$ cat config.mk
export PLATFORM = sky130hd
export DESIGN_NAME = utf16_to_utf8_with_offsets_unit
export DESIGN_NICKNAME = d
export VERILOG_FILES = /design/src/hw/rtl/u16u8_pkg.sv /design/src/hw/rtl/u16u8_front.sv /design/src/hw/rtl/u16u8_queue.sv /design/src/hw/rtl/u16u8_back.sv /design/src/hw/rtl/utf16_to_utf8_with_offsets_unit.sv
export SDC_FILE = /design/constraint.sdc
export NUM_CORES = 1
export LEC_CHECK = 0
export BUFFER_PORTS_ARGS = -buffer_cell sky130_fd_sc_hd__buf_2
export CAP_MARGIN = 20
export CORE_MARGIN = 5
export CORE_UTILIZATION = 45
export DETAILED_ROUTE_END_ITERATION = 10
export SYNTH_ARGS = -nofsm -noshare
export SYNTH_HDL_FRONTEND = slang
export SYNTH_SLANG_ARGS = --single-unit
$ cat constraint.sdc
create_clock -name i_clk -period 8.8 [get_ports i_clk]
set_clock_uncertainty 0.05 [all_clocks]
set_input_delay 2.2 -clock i_clk [delete_from_list [all_inputs] [get_ports i_clk]]
set_output_delay 2.2 -clock i_clk [all_outputs]
set_load 0.03 [all_outputs]
$ cat src/hw/rtl/u16u8_pkg.sv
// ----------------------------------------------------------------------------
// u16u8_pkg
// Shared types, constants and UTF-8 encode helpers for the UTF-16 to UTF-8
// transcoder with source offsets.
// ----------------------------------------------------------------------------
package u16u8_pkg;

    localparam int OFS_W    = 32;
    localparam int CP_W     = 21;
    localparam int QDEPTH   = 4;
    localparam int QPTR_W   = $clog2(QDEPTH);
    localparam int OUT_W    = 32;
    localparam int MDATA_W  = 8 + OUT_W + OUT_W;

    localparam logic [5:0]      HI_SURR_TAG  = 6'b110110;
    localparam logic [5:0]      LO_SURR_TAG  = 6'b110111;
    localparam logic [CP_W-1:0] CP_REPL      = CP_W'(32'hFFFD);
    localparam logic [CP_W-1:0] CP_SUPP_BASE = CP_W'(32'h10000);
    localparam logic [CP_W-1:0] CP_LIM1      = CP_W'(32'h80);
    localparam logic [CP_W-1:0] CP_LIM2      = CP_W'(32'h800);
    localparam logic [CP_W-1:0] CP_LIM3      = CP_W'(32'h10000);
    localparam logic [7:0]      LEAD2        = 8'hC0;
    localparam logic [7:0]      LEAD3        = 8'hE0;
    localparam logic [7:0]      LEAD4        = 8'hF0;
    localparam logic [7:0]      CONT         = 8'h80;

    typedef enum logic [1:0] {
        SEG_A,
        SEG_B,
        SEG_SUM
    } t_seg;

    typedef struct packed {
        logic              a_v;
        logic [CP_W-1:0]   cp_a;
        logic [OFS_W-1:0]  ofs_a;
        logic              b_v;
        logic [CP_W-1:0]   cp_b;
        logic [OFS_W-1:0]  ofs_b;
        logic              sum_v;
        logic [OFS_W-1:0]  consumed;
    } t_cmd;

    typedef struct packed {
        logic full;
        logic empty;
    } t_q_status;

    // number of utf-8 bytes minus one
    function automatic logic [1:0] utf8_len_m1(input logic [CP_W-1:0] cp);
        logic [1:0] len;
        if (cp < CP_LIM1) begin
            len = 2'd0;
        end else if (cp < CP_LIM2) begin
            len = 2'd1;
        end else if (cp < CP_LIM3) begin
            len = 2'd2;
        end else begin
            len = 2'd3;
        end
        return len;
    endfunction

    function automatic logic [7:0] utf8_byte(input logic [CP_W-1:0] cp,
                                             input logic [1:0]      len_m1,
                                             input logic [1:0]      idx);
        logic [7:0] b;
        b = 8'h00;
        unique case (len_m1)
            2'd0: b = {1'b0, cp[6:0]};
            2'd1: b = (idx == 2'd0) ? (LEAD2 | {3'b000, cp[10:6]})
                                    : (CONT | {2'b00, cp[5:0]});
            2'd2: begin
                unique case (idx)
                    2'd0:    b = LEAD3 | {4'b0000, cp[15:12]};
                    2'd1:    b = CONT | {2'b00, cp[11:6]};
                    default: b = CONT | {2'b00, cp[5:0]};
                endcase
            end
            default: begin
                unique case (idx)
                    2'd0:    b = LEAD4 | {5'b00000, cp[20:18]};
                    2'd1:    b = CONT | {2'b00, cp[17:12]};
                    2'd2:    b = CONT | {2'b00, cp[11:6]};
                    default: b = CONT | {2'b00, cp[5:0]};
                endcase
            end
        endcase
        return b;
    endfunction

endpackage

$ cat src/hw/rtl/u16u8_front.sv
// ----------------------------------------------------------------------------
// u16u8_front
// Pairs bytes into code units, pairs surrogates and builds at most one command per
// input word: up to two code points plus an optional window summary.
// ----------------------------------------------------------------------------
module u16u8_front (
    input  logic                  i_clk,
    input  logic                  i_rst_n,
    input  logic                  i_cfg_wr,
    input  logic                  i_cfg_data,
    input  logic                  i_accept,
    input  logic                  i_has,
    input  logic [7:0]            i_byte,
    input  logic                  i_end,
    output logic                  o_push,
    output u16u8_pkg::t_cmd       o_cmd
);
    import u16u8_pkg::*;

    logic              r_big_endian, n_big_endian;
    logic              r_half_v,     n_half_v;
    logic [7:0]        r_half_byte,  n_half_byte;
    logic              r_hp,         n_hp;
    logic [9:0]        r_hbits,      n_hbits;
    logic [OFS_W-1:0]  r_hofs,       n_hofs;
    logic [OFS_W-1:0]  r_pos,        n_pos;

    logic [15:0]       w_unit;
    logic [OFS_W-1:0]  w_ofs;
    logic              w_is_hi;
    logic              w_is_lo;
    logic              w_alone;
    logic              w_alone_b;
    logic              w_slot_v;
    logic [CP_W-1:0]   w_slot_cp;
    t_cmd              w_cmd;

    assign w_unit  = r_big_endian ? {r_half_byte, i_byte} : {i_byte, r_half_byte};
    assign w_ofs   = r_pos - OFS_W'(1);
    assign w_is_hi = (w_unit[15:10] == HI_SURR_TAG);
    assign w_is_lo = (w_unit[15:10] == LO_SURR_TAG);

    always_comb begin
        n_big_endian = i_cfg_wr ? i_cfg_data : r_big_endian;
        n_half_v     = r_half_v;
        n_half_byte  = r_half_byte;
        n_hp         = r_hp;
        n_hbits      = r_hbits;
        n_hofs       = r_hofs;
        n_pos        = r_pos;
        w_cmd        = '0;
        w_alone      = 1'b0;
        w_alone_b    = 1'b0;
        w_slot_v     = 1'b0;
        w_slot_cp    = '0;

        if (i_accept && i_has) begin
            n_pos = r_pos + OFS_W'(1);
            if (!r_half_v) begin
                n_half_v    = 1'b1;
                n_half_byte = i_byte;
            end else begin
                n_half_v    = 1'b0;
                n_half_byte = '0;
                if (r_hp) begin
                    n_hp        = 1'b0;
                    w_cmd.a_v   = 1'b1;
                    w_cmd.ofs_a = r_hofs;
                    if (w_is_lo) begin
                        w_cmd.cp_a = CP_SUPP_BASE + CP_W'({r_hbits, w_unit[9:0]});
                    end else begin
                        w_cmd.cp_a = CP_REPL;
                        w_alone    = 1'b1;
                        w_alone_b  = 1'b1;
                    end
                end else begin
                    w_alone = 1'b1;
                end
            end
        end

        // unit handled on its own
        if (w_alone) begin
            if (w_is_hi) begin
                n_hp    = 1'b1;
                n_hbits = w_unit[9:0];
                n_hofs  = w_ofs;
            end else begin
                w_slot_v  = 1'b1;
                w_slot_cp = w_is_lo ? CP_REPL : CP_W'(w_unit);
            end
        end
        if (w_slot_v) begin
            if (w_alone_b) begin
                w_cmd.b_v   = 1'b1;
                w_cmd.cp_b  = w_slot_cp;
                w_cmd.ofs_b = w_ofs;
            end else begin
                w_cmd.a_v   = 1'b1;
                w_cmd.cp_a  = w_slot_cp;
                w_cmd.ofs_a = w_ofs;
            end
        end

        if (i_accept && i_end) begin
            w_cmd.sum_v    = 1'b1;
            w_cmd.consumed = n_hp ? n_hofs : (n_pos - OFS_W'(n_half_v));
            n_half_v    = 1'b0;
            n_half_byte = '0;
            n_hp        = 1'b0;
            n_hbits     = '0;
            n_hofs      = '0;
            n_pos       = '0;
        end
    end

    always_ff @(posedge i_clk) begin
        if (!i_rst_n) begin
            r_big_endian <= 1'b0;
            r_half_v     <= 1'b0;
            r_half_byte  <= '0;
            r_hp         <= 1'b0;
            r_hbits      <= '0;
            r_hofs       <= '0;
            r_pos        <= '0;
        end else begin
            r_big_endian <= n_big_endian;
            r_half_v     <= n_half_v;
            r_half_byte  <= n_half_byte;
            r_hp         <= n_hp;
            r_hbits      <= n_hbits;
            r_hofs       <= n_hofs;
            r_pos        <= n_pos;
        end
    end

    assign o_push = i_accept && (w_cmd.a_v || w_cmd.b_v || w_cmd.sum_v);
    assign o_cmd  = w_cmd;

endmodule

$ cat src/hw/rtl/u16u8_queue.sv
// ----------------------------------------------------------------------------
// u16u8_queue
// Short command queue between the front and the back.
// ----------------------------------------------------------------------------
module u16u8_queue (
    input  logic                   i_clk,
    input  logic                   i_rst_n,
    input  logic                   i_push,
    input  u16u8_pkg::t_cmd        i_push_data,
    input  logic                   i_pop,
    output u16u8_pkg::t_cmd        o_pop_data,
    output u16u8_pkg::t_q_status   o_status
);
    import u16u8_pkg::*;

    t_cmd               r_mem [QDEPTH];
    logic [QPTR_W-1:0]  r_wptr, n_wptr;
    logic [QPTR_W-1:0]  r_rptr, n_rptr;
    logic [QPTR_W:0]    r_count, n_count;
    logic               w_push;
    logic               w_pop;

    assign w_push = i_push && !o_status.full;
    assign w_pop  = i_pop && !o_status.empty;

    always_comb begin
        n_wptr  = w_push ? r_wptr + QPTR_W'(1) : r_wptr;
        n_rptr  = w_pop  ? r_rptr + QPTR_W'(1) : r_rptr;
        n_count = r_count + (QPTR_W+1)'(w_push) - (QPTR_W+1)'(w_pop);
    end

    always_ff @(posedge i_clk) begin
        if (!i_rst_n) begin
            r_wptr  <= '0;
            r_rptr  <= '0;
            r_count <= '0;
        end else begin
            r_wptr  <= n_wptr;
            r_rptr  <= n_rptr;
            r_count <= n_count;
        end
    end

    always_ff @(posedge i_clk) begin
        if (w_push) begin
            r_mem[r_wptr] <= i_push_data;
        end
    end

    assign o_pop_data     = r_mem[r_rptr];
    assign o_status.full  = (r_count == (QPTR_W+1)'(QDEPTH));
    assign o_status.empty = (r_count == '0);

endmodule

$ cat src/hw/rtl/u16u8_back.sv
// ----------------------------------------------------------------------------
// u16u8_back
// Walks each command and sends one utf-8 byte or summary word per cycle,
// while the output is not stalled, through a registered output stage.
// ----------------------------------------------------------------------------
module u16u8_back (
    input  logic                               i_clk,
    input  logic                               i_rst_n,
    input  u16u8_pkg::t_cmd                    i_cmd,
    input  u16u8_pkg::t_q_status               i_q_status,
    output logic                               o_pop,
    output logic                               o_m_tvalid,
    input  logic                               i_m_tready,
    output logic [u16u8_pkg::MDATA_W-1:0]      o_m_tdata,
    output logic                               o_m_tuser,
    output logic                               o_m_tlast
);
    import u16u8_pkg::*;

    logic                r_busy,     n_busy;
    t_cmd                r_cmd,      n_cmd;
    t_seg                r_seg,      n_seg;
    logic [1:0]          r_idx,      n_idx;
    logic                r_out_v,    n_out_v;
    logic [MDATA_W-1:0]  r_out_data, n_out_data;
    logic                r_out_kind, n_out_kind;
    logic                r_out_last, n_out_last;

    logic [CP_W-1:0]     w_cp;
    logic [OFS_W-1:0]    w_ofs;
    logic [1:0]          w_len_m1;
    logic                w_seg_end;
    logic                w_has_next;
    t_seg                w_next_seg;
    t_seg                w_first_seg;
    logic                w_last;
    logic                w_adv;
    logic                w_load;

    assign w_cp     = (r_seg == SEG_B) ? r_cmd.cp_b  : r_cmd.cp_a;
    assign w_ofs    = (r_seg == SEG_B) ? r_cmd.ofs_b : r_cmd.ofs_a;
    assign w_len_m1 = utf8_len_m1(w_cp);

    always_comb begin
        w_has_next = 1'b0;
        w_next_seg = SEG_SUM;
        unique case (r_seg)
            SEG_A: begin
                if (r_cmd.b_v) begin
                    w_has_next = 1'b1;
                    w_next_seg = SEG_B;
                end else if (r_cmd.sum_v) begin
                    w_has_next = 1'b1;
                end
            end
            SEG_B: begin
                w_has_next = r_cmd.sum_v;
            end
            default: begin
                w_has_next = 1'b0;
            end
        endcase
    end

    always_comb begin
        priority if (i_cmd.a_v) begin
            w_first_seg = SEG_A;
        end else if (i_cmd.b_v) begin
            w_first_seg = SEG_B;
        end else begin
            w_first_seg = SEG_SUM;
        end
    end

    assign w_seg_end = (r_seg == SEG_SUM) || (r_idx == w_len_m1);
    assign w_last    = w_seg_end && !w_has_next;
    assign w_adv     = r_busy && (!r_out_v || i_m_tready);
    assign w_load    = !i_q_status.empty && (!r_busy || (w_adv && w_last));

    always_comb begin
        n_busy     = r_busy;
        n_cmd      = r_cmd;
        n_seg      = r_seg;
        n_idx      = r_idx;
        n_out_v    = r_out_v && !i_m_tready;
        n_out_data = r_out_data;
        n_out_kind = r_out_kind;
        n_out_last = r_out_last;

        if (w_adv) begin
            n_out_v    = 1'b1;
            n_out_last = w_last;
            if (r_seg == SEG_SUM) begin
                n_out_kind = 1'b1;
                n_out_data = {OUT_W'(r_cmd.consumed), OUT_W'(0), 8'h00};
            end else begin
                n_out_kind = 1'b0;
                n_out_data = {OUT_W'(0), OUT_W'(w_ofs), utf8_byte(w_cp, w_len_m1, r_idx)};
            end
            if (!w_seg_end) begin
                n_idx = r_idx + 2'd1;
            end else if (w_has_next) begin
                n_seg = w_next_seg;
                n_idx = 2'd0;
            end else begin
                n_busy = 1'b0;
            end
        end

        if (w_load) begin
            n_busy = 1'b1;
            n_cmd  = i_cmd;
            n_seg  = w_first_seg;
            n_idx  = 2'd0;
        end
    end

    always_ff @(posedge i_clk) begin
        if (!i_rst_n) begin
            r_busy  <= 1'b0;
            r_seg   <= SEG_A;
            r_idx   <= '0;
            r_out_v <= 1'b0;
        end else begin
            r_busy  <= n_busy;
            r_seg   <= n_seg;
            r_idx   <= n_idx;
            r_out_v <= n_out_v;
        end
    end

    always_ff @(posedge i_clk) begin
        r_cmd      <= n_cmd;
        r_out_data <= n_out_data;
        r_out_kind <= n_out_kind;
        r_out_last <= n_out_last;
    end

    assign o_pop      = w_load;
    assign o_m_tvalid = r_out_v;
    assign o_m_tdata  = r_out_data;
    assign o_m_tuser  = r_out_kind;
    assign o_m_tlast  = r_out_last;

endmodule

$ cat src/hw/rtl/utf16_to_utf8_with_offsets_unit.sv
// ----------------------------------------------------------------------------
// utf16_to_utf8_with_offsets_unit
// Throughput: one input word per cycle while the queue is not full; one output
// word per cycle while the output is not stalled, so an input word that yields
// n results holds the output side for n output words.
// A 4-entry command queue lets the input side run ahead of the output side.
// Reset clears all window state, selects little endian and empties the queue.
// ----------------------------------------------------------------------------
module utf16_to_utf8_with_offsets_unit (
    input  logic                               i_clk,
    input  logic                               i_rst_n,
    input  logic                               i_cfg_valid,
    output logic                               o_cfg_ready,
    input  logic                               i_cfg_data,   // big_endian
    input  logic                               i_s_tvalid,
    output logic                               o_s_tready,
    input  logic [7:0]                         i_s_tdata,    // data_byte
    input  logic                               i_s_tuser,    // has_byte
    input  logic                               i_s_tlast,    // window_end
    output logic                               o_m_tvalid,
    input  logic                               i_m_tready,
    // utf8_byte [7:0], source_offset [39:8], consumed_bytes [71:40]
    output logic [u16u8_pkg::MDATA_W-1:0]      o_m_tdata,
    output logic                               o_m_tuser,    // kind
    output logic                               o_m_tlast     // last
);
    import u16u8_pkg::*;

    logic       w_accept;
    logic       w_push;
    t_cmd       w_push_cmd;
    logic       w_pop;
    t_cmd       w_pop_cmd;
    t_q_status  w_q_status;

    assign o_cfg_ready = 1'b1;
    assign o_s_tready  = !w_q_status.full;
    assign w_accept    = i_s_tvalid && o_s_tready;

    u16u8_front u_front (
        .i_clk      (i_clk),
        .i_rst_n    (i_rst_n),
        .i_cfg_wr   (i_cfg_valid && o_cfg_ready),
        .i_cfg_data (i_cfg_data),
        .i_accept   (w_accept),
        .i_has      (i_s_tuser),
        .i_byte     (i_s_tdata),
        .i_end      (i_s_tlast),
        .o_push     (w_push),
        .o_cmd      (w_push_cmd)
    );

    u16u8_queue u_queue (
        .i_clk       (i_clk),
        .i_rst_n     (i_rst_n),
        .i_push      (w_push),
        .i_push_data (w_push_cmd),
        .i_pop       (w_pop),
        .o_pop_data  (w_pop_cmd),
        .o_status    (w_q_status)
    );

    u16u8_back u_back (
        .i_clk      (i_clk),
        .i_rst_n    (i_rst_n),
        .i_cmd      (w_pop_cmd),
        .i_q_status (w_q_status),
        .o_pop      (w_pop),
        .o_m_tvalid (o_m_tvalid),
        .i_m_tready (i_m_tready),
        .o_m_tdata  (o_m_tdata),
        .o_m_tuser  (o_m_tuser),
        .o_m_tlast  (o_m_tlast)
    );

    // summary word always closes the results of its input word
    a_sum_last: assert property (@(posedge i_clk) disable iff (!i_rst_n)
        o_m_tvalid && o_m_tuser |-> o_m_tlast)
        else $error("summary word without last");

    a_sum_zero: assert property (@(posedge i_clk) disable iff (!i_rst_n)
        o_m_tvalid && o_m_tuser |-> o_m_tdata[39:0] == '0)
        else $error("summary word carries byte or offset");

    a_byte_zero: assert property (@(posedge i_clk) disable iff (!i_rst_n)
        o_m_tvalid && !o_m_tuser |-> o_m_tdata[71:40] == '0)
        else $error("byte word carries a consumed count");

    a_q_sane: assert property (@(posedge i_clk) disable iff (!i_rst_n)
        !(w_q_status.full && w_q_status.empty))
        else $error("queue full and empty at once");

    a_no_push_full: assert property (@(posedge i_clk) disable iff (!i_rst_n)
        w_q_status.full |-> !w_push)
        else $error("push into a full queue");

endmodule
==> key figures <==
Clock tree
  – Clk slew on worst S/H paths: 60 ps
  – CTS Hold Buffers Added: 0
  – Post-CTS Setup Bufs: 0
  – Post-cts sizing count: 0
  – CTS buffer count: 87
  – Clock Latency Late Sink: 650 ps
  – H-tree depth: 3
  – # clock sinks: 853
  – Root buffer cell: clkbuf_16
  – Bufs on Longest Clock Path: 3
  – CTS tree: yes

Setup path
  – Most used cell, CP: mux2i_1
  – Crit Path Category: in2reg
  – Startpoint types: input port
  – Arrival time of the worst setup path: 5900 ps
  – Crit path from: i_s_tvalid
  – Crit path buffers/inverters: 1
  – Worst setup EP type: flip-flop
  – CP delay by family, top: simple AND/OR/NAND/NOR gates
  – FF-to-FF Start: u_back.r_seg[0]
  – Peak fanout along the critical path: 12
  – Critical Path RT: 9070 ps
  – Slowest stage delay, CP: 680 ps
  – Slowest CP cell: nor2_1
  – CP Cell Sequence: buf_2 > nand2_1 > nor2_1 > mux2i_1 > ha_1 > o211a_1 > a41oi_1 > nor4bb_1 > nand4_1 > nor4_1 > mux2i_1 > o21ai_0

Power and ir drop
  – P_leak: 12.9 nW
  – Overall power: 11.7 mW
  – VDD IR-drop max: 203 uV
  – Pwr dens: 296 mW/mm^2

Route
  – Post-Route WL: 81500 um
  – Drt first pass iters: 6
  – Routed Antenna Nets: 0
  – Via Count: 19.6k
  – DRC viols: 0
  – Vias/cell: 5.73
  – WL/cell: 23.8 um
  – DR iter-0 viols: 1932

STA
  – Final worst-path cycle share: 64.0%
  – Slew @ Worst Pin: 1080 ps
  – Min Hold Slack: 414 ps
  – Fmax: 0.178 GHz
  – RSZ-0062 raised after global routing: false
  – Final worst setup slack: 3170 ps
  – Hold Vio Cnt, Final: 0
  – Setup_tns: 0 ps
  – Relative slew slack: 28.2%
  – Final setup vio count: 0
  – Max Slew Vio Count: 0
  – Final min period: 5630 ps

Final layout
  – Share of cells above drive strength 1: 20.0%
  – Fin util: 51.0%
  – Commonest non-fill, non-tap cell in the layout: edfxtp_1
  – Fill cell count: 6393
  – Area growth, synth to finish: 12.5%
  – Fin nets: 2338
  – Fin cells: 3418
  – Final Cell Area: 0.0395 mm^2
  – Most frequent cells in the layout: edfxtp_1 (753), nor2_1 (203), mux4_2 (136)

Place
  – Placer congestion estimate: 0.887
  – I/O Buffers: 91
  – DP Worst Slack: 2650 ps
  – Placed cells: 3257
  – Post-DP Area: 0.0366 mm^2
  – HPWL Detailed: 50800 um

Floorplanning
  – Core box area: 0.0775 mm^2
  – Die W: 289 um
  – Placement Rows: 102
  – Die area: 0.0838 mm^2
  – Io pins: 93
  – Die height: 289 um
  – Initial Util: 45.4%

Global route
  – First-pass GRT wire length: 124000 um
  – Initial antenna violation count: 2
  – GRT overflow: 0
  – Gr usage total: 19.5%
  – Vias in the first global route: 19.5k
  – Pin count of the biggest net entering global routing: 98

Hold path
  – Worst Hold Class: reg2reg
  – HP Start: u_front.r_half_byte[1]

Yosys
  – Asr flop ratio synth: 0%
  – Synth Flop Type: edfxtp_1
  – Number of flops mapped to enable cells by yosys: 753
  – Sequential area share after synthesis: 70.1%
  – Yosys cell types: 79
  – Synthesized area per cell: 15.6 um^2
  – Synthesized instance count: 2245
  – Mapped Area: 0.0351 mm^2
  – Synth Net Count: 2277
  – Number of synthesized register bits: 853
  – Synth Warn #: 0

Job
  – # Max-Cap Violations: 0

Run status
  – Status: complete, no violations
[Yosys cell counts, types with 7 or more instances]
cell type  number  area share [%]
nand2_1       119             1.3
nor2_1        205             2.2
o22ai_1        14            0.25
inv_1          30            0.32
a31oi_1        14            0.25
ha_1           15            0.53
o21ai_0        75             1.1
clkbuf_1       91            0.97
or2_2           8            0.14
and3_1         21            0.37
buf_2          15            0.21
a21oi_1        62            0.88
o21a_1          9            0.19
and2_1         49            0.87
a311oi_1       12            0.30
buf_1          34            0.36
a22o_1         32            0.80
nor3_1         34            0.48
or4_1           7            0.15
dfxtp_1       100             5.7
nor2b_1        10            0.18
nand4_1        21            0.37
nand2b_1       12            0.21
xnor2_1        50             1.2
nand3_1        43            0.61
or3_1          20            0.36
o211ai_1        8            0.17
nand3b_1       16            0.34
mux4_2        136             8.7
mux2_2         44             1.4
edfxtp_1      753              64
nor4_1         18            0.32
mux2i_1        39             1.1
a211oi_1       30            0.64
xor2_1         29            0.72
[cell families (layout without fill, tap and decap cells)]
group	after synthesis	after routing	share of synthesized area [%]
AOI/OAI and AO/OA	297	297	5.56
xor gates and xnor gates	79	79	1.97
adders and majority gates	16	16	0.591
buffers and inverters	176	307	1.97
DFF	853	853	70.1
muxes	219	219	11.2
other	1	3	0.0107
and+or+nand+nor	604	604	8.59
[sequential cells by signal, summed over array words and instances (netlist names), named ones only]
signal	cells
u_back.o_m_tvalid	1
u_queue.r_count	3
u_back.r_seg	2
u_queue.r_mem	544
u_front.r_half_v	1
u_back.r_cmd	135
u_front.r_pos	32
u_back.o_m_tlast	1
u_queue.r_wptr	2
u_front.r_hp	1
u_queue.r_rptr	2
u_back.r_busy	1
u_front.r_hbits	10
u_front.r_half_byte	8
u_front.r_hofs	32
u_back.o_m_tdata	72
u_front.r_big_endian	1
u_back.r_idx	2
u_back.o_m_tuser	1
[tightest hold or removal path, stage by stage (launching register included)]
cell,delay (ps)
dfxtp_1,320
nand2_1,50
a21oi_1,50
[layout make-up]
class | count | area (um^2) | area share [%]
Clock buffer | 98 | 2240 | 5.66
Timing Repair Buffer | 115 | 698 | 1.77
Antenna cell | 2 | 5.00 | 0.0127
Multi-Input combinational cell | 1216 | 9870 | 25.0
Clock inverter | 61 | 672 | 1.70
Sequential cell | 853 | 24600 | 62.3
Inverter | 33 | 130 | 0.329
Tap cell | 1040 | 1300 | 3.29
[power breakdown]
group	total, mW	internal, mW	switching, mW
registers	5.48	5.22	0.263
clock network	3.74	2.18	1.56
logic	2.48	0.960	1.52
[layer usage]
metal  share of wire [%]  global-route usage, %
met3                 6.4                   3.32
met4                 2.0                   5.05
met2                  47                   30.5
met5                   0                      0
met1                  45                   28.7
[worst paths after layout]
check / endpoint / slack (ps) / depth (start not counted)
setup / recovery: u_queue.r_mem[2][30] / 3170 / 12
hold / removal: u_front.r_half_byte[1] / 410 / 2
setup reg to reg: u_queue.r_count[2] / 3430 / 18
hold reg to reg: u_front.r_half_byte[1] / 410 / 2
(Power assumes the default switching activity.)
